File: src/rc4v_pkg.sv
`timescale 1ns / 1ps
// ----------------------------------------------------------------------------
// rc4v_pkg
// Shared types and codes for the RC4-style stream cipher block.
// ----------------------------------------------------------------------------
package rc4v_pkg;

  typedef logic [7:0] byte_t;

  localparam logic KIND_REKEY = 1'b0;
  localparam logic KIND_DATA  = 1'b1;

  // Control from the sequencer to the permutation store
  typedef struct packed {
    logic  clr;      // forget all writes, entries read as identity from now on
    logic  wr_en;
    byte_t wr_addr;
    byte_t wr_data;
    byte_t rd_addr;
  } perm_ctl_t;

endpackage

File: src/rc4v_perm_ram.sv
`timescale 1ns / 1ps
// ----------------------------------------------------------------------------
// rc4v_perm_ram
// 256 x 8 permutation store: one write and one registered read per cycle.
// Per-entry valid bits stand in for the reset and identity fills.
// ----------------------------------------------------------------------------
module rc4v_perm_ram
  import rc4v_pkg::*;
(
  input  logic      clk,
  input  logic      rst,
  input  perm_ctl_t ctl,
  output byte_t     rd_data
);

  byte_t        mem [256];
  logic [255:0] valid;
  logic         keyed;
  byte_t        rd_mem;
  logic         rd_valid;
  byte_t        rd_dflt;

  always_ff @(posedge clk) begin
    if (ctl.wr_en) begin
      mem[ctl.wr_addr] <= ctl.wr_data;
    end
    rd_mem <= mem[ctl.rd_addr];
  end

  // Unwritten entries read as zero before the first rekey, as their index after
  always_ff @(posedge clk) begin
    if (rst) begin
      valid    <= '0;
      keyed    <= 1'b0;
      rd_valid <= 1'b0;
      rd_dflt  <= '0;
    end else begin
      rd_valid <= valid[ctl.rd_addr];
      rd_dflt  <= keyed ? ctl.rd_addr : 8'h00;
      if (ctl.clr) begin
        valid <= '0;
        keyed <= 1'b1;
      end else if (ctl.wr_en) begin
        valid[ctl.wr_addr] <= 1'b1;
      end
    end
  end

  assign rd_data = rd_valid ? rd_mem : rd_dflt;

endmodule

File: src/rc4_variant_stream_cipher.sv
`timescale 1ns / 1ps
// ----------------------------------------------------------------------------
// rc4_variant_stream_cipher
// RC4-style cipher: 64-bit key register, per-packet position index.
// ----------------------------------------------------------------------------
// Channel  Dir  Contents
// s_*      in   tdata[7:0] data_byte; tuser[0] kind, tuser[1] packet_start
// m_*      out  tdata[7:0] out_byte
// cfg_*    in   key_bytes write, no read-back
//
// A data item passes RDJ, SWI, SWJ and OUT to the output register, and the
// next item can be taken in the cycle after; the permutation store sees one
// registered read and at most one write per cycle. A rekey item runs RDK,
// RDS, WRK and WRS for each of the 256 entries: four store accesses per swap.
// No input is taken while an item is in progress; a stalled output holds the
// last step of the next data item. Reset zeroes key, j and table, sets i to 1.
// ----------------------------------------------------------------------------
module rc4_variant_stream_cipher
  import rc4v_pkg::*;
(
  input  logic        clk,
  input  logic        rst,
  input  logic        s_tvalid,
  output logic        s_tready,
  input  logic [7:0]  s_tdata,      // [7:0] data_byte
  input  logic [1:0]  s_tuser,      // [0] kind, [1] packet_start
  output logic        m_tvalid,
  input  logic        m_tready,
  output logic [7:0]  m_tdata,      // [7:0] out_byte
  input  logic        cfg_wr_en,
  input  logic [63:0] cfg_wr_data
);

  localparam logic [3:0] ST_IDLE  = 4'd0;
  localparam logic [3:0] ST_K_RDK = 4'd1;
  localparam logic [3:0] ST_K_RDS = 4'd2;
  localparam logic [3:0] ST_K_WRK = 4'd3;
  localparam logic [3:0] ST_K_WRS = 4'd4;
  localparam logic [3:0] ST_D_RDJ = 4'd5;
  localparam logic [3:0] ST_D_SWI = 4'd6;
  localparam logic [3:0] ST_D_SWJ = 4'd7;
  localparam logic [3:0] ST_D_OUT = 4'd8;

  logic [3:0]  state;
  logic [63:0] key;
  byte_t       acc;
  byte_t       pos;
  byte_t       k;
  byte_t       sum;
  byte_t       idx_i;
  byte_t       idx_j;
  byte_t       s_i;
  byte_t       s_j;
  byte_t       t_idx;
  byte_t       ks;
  byte_t       data;

  perm_ctl_t   ctl;
  byte_t       rdval;
  byte_t       add_b;
  byte_t       add_c;
  byte_t       add_y;
  byte_t       key_byte;
  logic        in_acc;
  logic        out_free;

  rc4v_perm_ram u_perm (
    .clk     (clk),
    .rst     (rst),
    .ctl     (ctl),
    .rd_data (rdval)
  );

  assign s_tready = (state == ST_IDLE);
  assign in_acc   = s_tvalid && s_tready;
  assign out_free = !m_tvalid || m_tready;
  assign key_byte = key[{k[2:0], 3'b000} +: 8];

  // Shared byte adder: schedule sum, j update and keystream index
  always_comb begin
    add_b = s_i;
    add_c = 8'h00;
    unique case (state)
      ST_K_RDS: begin
        add_b = sum;
        add_c = key_byte;
      end
      ST_D_RDJ: add_b = acc;
      default:  add_b = s_i;
    endcase
    add_y = rdval + add_b + add_c;
  end

  always_comb begin
    ctl         = '0;
    ctl.rd_addr = k;
    unique case (state)
      ST_IDLE: begin
        ctl.clr     = in_acc && (s_tuser[0] == KIND_REKEY);
        ctl.rd_addr = s_tuser[1] ? 8'd1 : pos;
      end
      ST_K_RDK: ctl.rd_addr = k;
      ST_K_RDS: ctl.rd_addr = add_y;
      ST_K_WRK: begin
        ctl.wr_en   = 1'b1;
        ctl.wr_addr = k;
        ctl.wr_data = rdval;
      end
      ST_K_WRS: begin
        ctl.wr_en   = 1'b1;
        ctl.wr_addr = sum;
        ctl.wr_data = s_i;
      end
      ST_D_RDJ: ctl.rd_addr = add_y;
      ST_D_SWI: begin
        ctl.wr_en   = 1'b1;
        ctl.wr_addr = idx_i;
        ctl.wr_data = rdval;
        ctl.rd_addr = add_y;
      end
      ST_D_SWJ: begin
        ctl.wr_en   = 1'b1;
        ctl.wr_addr = idx_j;
        ctl.wr_data = s_i;
      end
      default: ctl.rd_addr = k;
    endcase
  end

  always_ff @(posedge clk) begin
    if (rst) begin
      key <= '0;
    end else if (cfg_wr_en) begin
      key <= cfg_wr_data;
    end
  end

  always_ff @(posedge clk) begin
    if (rst) begin
      state    <= ST_IDLE;
      acc      <= '0;
      pos      <= 8'd1;
      k        <= '0;
      sum      <= '0;
      m_tvalid <= 1'b0;
    end else begin
      // in the output step the case below owns m_tvalid
      if (m_tvalid && m_tready && state != ST_D_OUT) begin
        m_tvalid <= 1'b0;
      end
      unique case (state)
        ST_IDLE: begin
          if (in_acc) begin
            data  <= s_tdata;
            idx_i <= ctl.rd_addr;
            k     <= '0;
            sum   <= '0;
            state <= (s_tuser[0] == KIND_REKEY) ? ST_K_RDK : ST_D_RDJ;
          end
        end
        ST_K_RDK: state <= ST_K_RDS;
        ST_K_RDS: begin
          s_i   <= rdval;
          sum   <= add_y;
          state <= ST_K_WRK;
        end
        ST_K_WRK: state <= ST_K_WRS;
        ST_K_WRS: begin
          k <= k + 8'd1;
          if (k == 8'hFF) begin
            acc   <= '0;
            pos   <= 8'd1;
            state <= ST_IDLE;
          end else begin
            state <= ST_K_RDK;
          end
        end
        ST_D_RDJ: begin
          s_i   <= rdval;
          idx_j <= add_y;
          acc   <= add_y;
          state <= ST_D_SWI;
        end
        ST_D_SWI: begin
          s_j   <= rdval;
          t_idx <= add_y;
          state <= ST_D_SWJ;
        end
        ST_D_SWJ: begin
          // the read saw the table before the swap finished
          if (t_idx == idx_i) begin
            ks <= s_j;
          end else if (t_idx == idx_j) begin
            ks <= s_i;
          end else begin
            ks <= rdval;
          end
          state <= ST_D_OUT;
        end
        ST_D_OUT: begin
          if (out_free) begin
            m_tdata  <= data ^ ks;
            m_tvalid <= 1'b1;
            pos      <= idx_i + 8'd1;
            state    <= ST_IDLE;
          end
        end
        default: state <= ST_IDLE;
      endcase
    end
  end

  a_data_seq: assert property (@(posedge clk) disable iff (rst)
    state == ST_D_RDJ |=> state == ST_D_SWI)
    else $error("data sequence broke after j read");

  a_rekey_start: assert property (@(posedge clk) disable iff (rst)
    in_acc && s_tuser[0] == KIND_REKEY |=> state == ST_K_RDK)
    else $error("rekey item did not start the schedule");

  a_rekey_end: assert property (@(posedge clk) disable iff (rst)
    state == ST_K_WRS && k == 8'hFF |=> acc == 8'h00 && pos == 8'd1 && state == ST_IDLE)
    else $error("schedule end did not reset j and i");

  a_out_src: assert property (@(posedge clk) disable iff (rst)
    $rose(m_tvalid) |-> $past(state) == ST_D_OUT)
    else $error("output item raised outside final data step");

endmodule

File: config.mk
export PLATFORM = sky130hd
export DESIGN_NAME = rc4_variant_stream_cipher
export DESIGN_NICKNAME = d
export VERILOG_FILES = /design/src/rc4v_pkg.sv /design/src/rc4v_perm_ram.sv /design/src/rc4_variant_stream_cipher.sv
export SDC_FILE = /design/constraint.sdc
export NUM_CORES = 2
export LEC_CHECK = 0
export ABC_AREA = 1
export BUFFER_PORTS_ARGS = -buffer_cell sky130_fd_sc_hd__buf_2
export CAP_MARGIN = 25
export CELL_PAD_IN_SITES_DETAIL_PLACEMENT = 1
export CELL_PAD_IN_SITES_GLOBAL_PLACEMENT = 2
export CORE_MARGIN = 2
export CORE_UTILIZATION = 47
export CTS_CLUSTER_SIZE = 16
export DETAILED_ROUTE_END_ITERATION = 7
export PLACE_DENSITY_LB_ADDON = 0.1
export SYNTH_ARGS = -nofsm -noshare
export SYNTH_HDL_FRONTEND = slang
export SYNTH_SLANG_ARGS = --single-unit
File: constraint.sdc
create_clock -name clk -period 26.3 [get_ports clk]
set_clock_uncertainty 0.2 [all_clocks]
set_input_delay 1.315 -clock clk [delete_from_list [all_inputs] [get_ports clk]]
set_output_delay 1.315 -clock clk [all_outputs]
set_load 0.01 [all_outputs]
==> flow_summary_export.csv <==
group,metric,value,unit
status,status,"finished clean",
synth,synth_nets,9111,
cts,clk_latency,0.94,ns
floorplan,die_w,471,um
floorplan,ios,89,
timing,slew_violations,0,
floorplan,std_cell_rows,171,
setup_path,regToRegEndpoint,"u_perm.rd_mem[3]",
place,portBuffers,88,
detailed_routing,met3_length,19500,um
synth,synth.avg_cell_area,11.4,sq um
cts,cts_made_buffers,287,
detailed_routing,drt_pass1_iterations,6,
timing,finalSetupTns,0,ns
synth,postSynth.asyncResetShare,0,
setup_path,criticalPathCategory,"reg2reg",
floorplan,coreArea,217000,sq um
detailed_routing,wl_per_cell,27.5,um
setup_path,rr_worst_depth,23,
final_layout,fin_nets,9031,
power,switching_share,0.462,
setup_path,arrival,9.29,ns
synth,syn-cell-area,102000,sq um
grt,overflow,0,
detailed_routing,avgViaCountPerCell,5.92,
cts,cts.sinks,2487,
grt,grt_max_degree,194,
setup_path,reg2reg_slack,17.68,ns
setup_path,crit_chain,"clkinv_1, o21ai_0, o22ai_1, o21ai_0, a31oi_1, fa_1, nand2_1, nand2_4, nand2_8, inv_8, buf_4, buf_4, buf_4, nand2_1, nand3_1, nand3_1, nand2_1, nand2_1, nand3_1, nand3_1, nand3_1, nand3_1, nand2_1",
detailed_routing,drtIter0Drc,6906,
timing,finalCritPeriodShare,0.328,
setup_path,cp-end-kind,"flip-flop",
hold_path,timing.hold.worst.class,"reg2reg",
timing,fmax,116,MHz
timing,min_period,8.63,ns
setup_path,cp_max_fo,117,
power,p_per_area,139,nW/um^2
setup_path,crit_path_max_incr_delay,0.82,ns
cts,clk_path_buf_depth,4,
final_layout,area_delta_synth_final,11.0,%
detailed_routing,drcViolationCount,0,
grt,first_global_vias,72500,
detailed_routing,vias,71100,
synth,synth_seq_cells,2487,
setup_path,start_kind,"flip-flop",
setup_path,cp_slowest_cell,"buf_4",
synth,seq_area_frac_synth,0.692,
place,globalplace.congestion,0.832,
power,p_seq_frac,0.288,
floorplan,start_util,0.472,
cts,h-tree-depth,5,
timing,hold_viol_final,0,
synth,syn_inst,9016,
detailed_routing,met1_length,143000,um
synth,ys.flop_type,"edfxtp_1",
final_layout,drive_gt1_frac,0.0826,
timing,finalSetupViolations,0,
cts,clk_pin_slew,0.06,ns
power,p_int,8.53,mW
detailed_routing,drt_wl_total,330000,um
power,clockPowerShare,0.236,
timing,worst_slew_pin_slew,1.29,ns
power,max-vdd-ir-drop,0.160,mV
setup_path,cp.buffers_inverters,5,
final_layout,final_common_cell,"edfxtp_1",
detailed_routing,top_layer,"met5",
setup_path,crit_path_end,"u_perm.rd_mem[3]",
synth,synthDistinctLibCells,47,
grt,track_usage,0.294,
power,power_leakage,39.5,nW
setup_path,crit_top_cell,"nand3_1",
setup_path,crit_family,"buffers and inverters",
setup_path,cp-startpoint,"k[0]",
power,p_total,15.9,mW
synth,yosys_warnings,0,
grt,grt_pass1_wl,487000,um
floorplan,dieArea,222000,sq um
setup_path,r2r_start,"k[0]",
cts,cts_root_buf,"clkbuf_16",
cts,post-cts-setup-buffer-count,0,
place,dp_hpwl,186000,um
power,pwr-share-comb,0.477,
run,cap_violations,0,
place,post_dp_cell_area,105000,sq um
setup_path,cp.required,26.96,ns
cts,tritoncts,"yes",
timing,relSlewSlack,0.139,
cts,post_cts_resized,0,
grt,grt_antenna_before_repair,13,
detailed_routing,drtAntennaViolNets,0,
final_layout,fin_util,0.524,
final_layout,final_cell_mix,"edfxtp_1 (2112), nor2_1 (1422), nand2_1 (1209), nand3_1 (969), o211ai_1 (842)",
synth,synth_edf_count,2112,
timing,rsz0062_at_grt,"false",
setup_path,critical_path_depth,23,
detailed_routing,wl_met2,157000,um
floorplan,die_h,471,um
power,p_switching,7.32,mW
final_layout,design_area,114000,sq um
cts,ctsHoldBuffers,0,
-- flip-flops by register name, summed over array words and instances (netlist names) --
name	count
t_idx	8
s_i	8
sum	8
u_perm.valid	256
m_tvalid	1
idx_j	8
acc	8
u_perm.rd_mem	8
k	8
ks	8
u_perm.rd_valid	1
idx_i	8
u_perm.rd_dflt	8
key	64
data	8
pos	8
state	4
u_perm.keyed	1
u_perm.mem	2048
s_j	8
m_tdata	8
-- power groups by stage --
stage	combinational [mW]	sequential [mW]	clock (mW)
floorplan	4.81	4.75	0
global placement	7.40	4.65	0
detailed placement	7.51	4.65	0
CTS	7.55	4.56	3.79
global route	8.15	4.56	3.93
finish	7.56	4.56	3.74
-- cell usage after synthesis, drive strengths merged, types with 11 or more instances --
cell | n | area (sq um)
a221oi | 14 | 123
o22ai | 17 | 106
buf | 418 | 2300
nand3b | 57 | 428
dfxtp | 375 | 7510
nand2 | 1216 | 4580
nor2 | 1429 | 5390
a31oi | 11 | 68.8
nand3 | 971 | 4880
inv | 613 | 2300
edfxtp | 2112 | 63400
or2 | 69 | 432
clkbuf | 195 | 733
o211ai | 851 | 6430
o21ai | 553 | 2780
xor2 | 27 | 236
a21oi | 31 | 178
-- worst min-delay path by stage --
stage          slack [ns]           endpoint               from  cells after the start
3_3_place_gp         0.24  u_perm.valid[225]  u_perm.valid[225]                      2
2_1_floorplan        0.22             pos[6]             pos[6]                      2
5_1_grt              0.27    u_perm.valid[0]    u_perm.valid[0]                      2
6_report             0.26             pos[6]             pos[6]                      2
4_1_cts              0.26             pos[6]             pos[6]                      2
3_5_place_dp         0.24             pos[6]             pos[6]                      2
-- kinds of logic after synthesis --
family                   synth area share
AND/OR/NAND/NOR                     0.154
flip-flops                          0.692
AO/OA/AOI/OAI                      0.0967
buffers and inverters              0.0521
XOR/XNOR                          0.00248
adder cells (fa/ha/maj)           0.00254
-- metal layers --
| layer | up-vias | GRT usage |
|---|---|---|
| li1 | 31700 | - |
| met3 | 504 | 0.0403 |
| met5 | - | 0 |
| met2 | 2239 | 0.477 |
| met1 | 36600 | 0.408 |
| met4 | 2 | 0.0975 |
-- per-stage QoR --
step | std cells | setup WS, ns | hold slack (ns)
floorplan | 9016 | 12.75 | 0.225
global placement | 11500 | 17.69 | 0.240
detailed placement | 11500 | 17.67 | 0.244
CTS | 12000 | 17.64 | 0.255
global route | 12000 | 17.17 | 0.270
finish | 12000 | 17.68 | 0.256
-- worst reg2reg max path, cell delays in order, from the launching register on --
cell,delay (ns)
dfxtp_1,0.34
clkinv_1,0.74
o21ai_0,0.45
o22ai_1,0.10
o21ai_0,0.15
a31oi_1,0.09
fa_1,0.71
nand2_1,0.14
nand2_4,0.11
nand2_8,0.32
inv_8,0.94
buf_4,0.88
buf_4,0.81
buf_4,0.79
nand2_1,0.18
nand3_1,0.10
nand3_1,0.09
nand2_1,0.17
nand2_1,0.08
nand3_1,0.21
nand3_1,0.21
nand3_1,0.37
nand3_1,0.28
nand2_1,0.12
-- final cells by class --
| class | instances | area, sq um |
|---|---|---|
| multi-input combinational | 5301 | 26400 |
| clock buffer | 416 | 8100 |
| tap | 2854 | 3570 |
| sequential | 2487 | 70900 |
| antenna | 2 | 5.00 |
| clock inverter | 82 | 484 |
| timing repair buffer | 244 | 1920 |
| fill | 22500 | 103000 |
| inverter | 615 | 2330 |
Power figures use the tool's default switching activity.
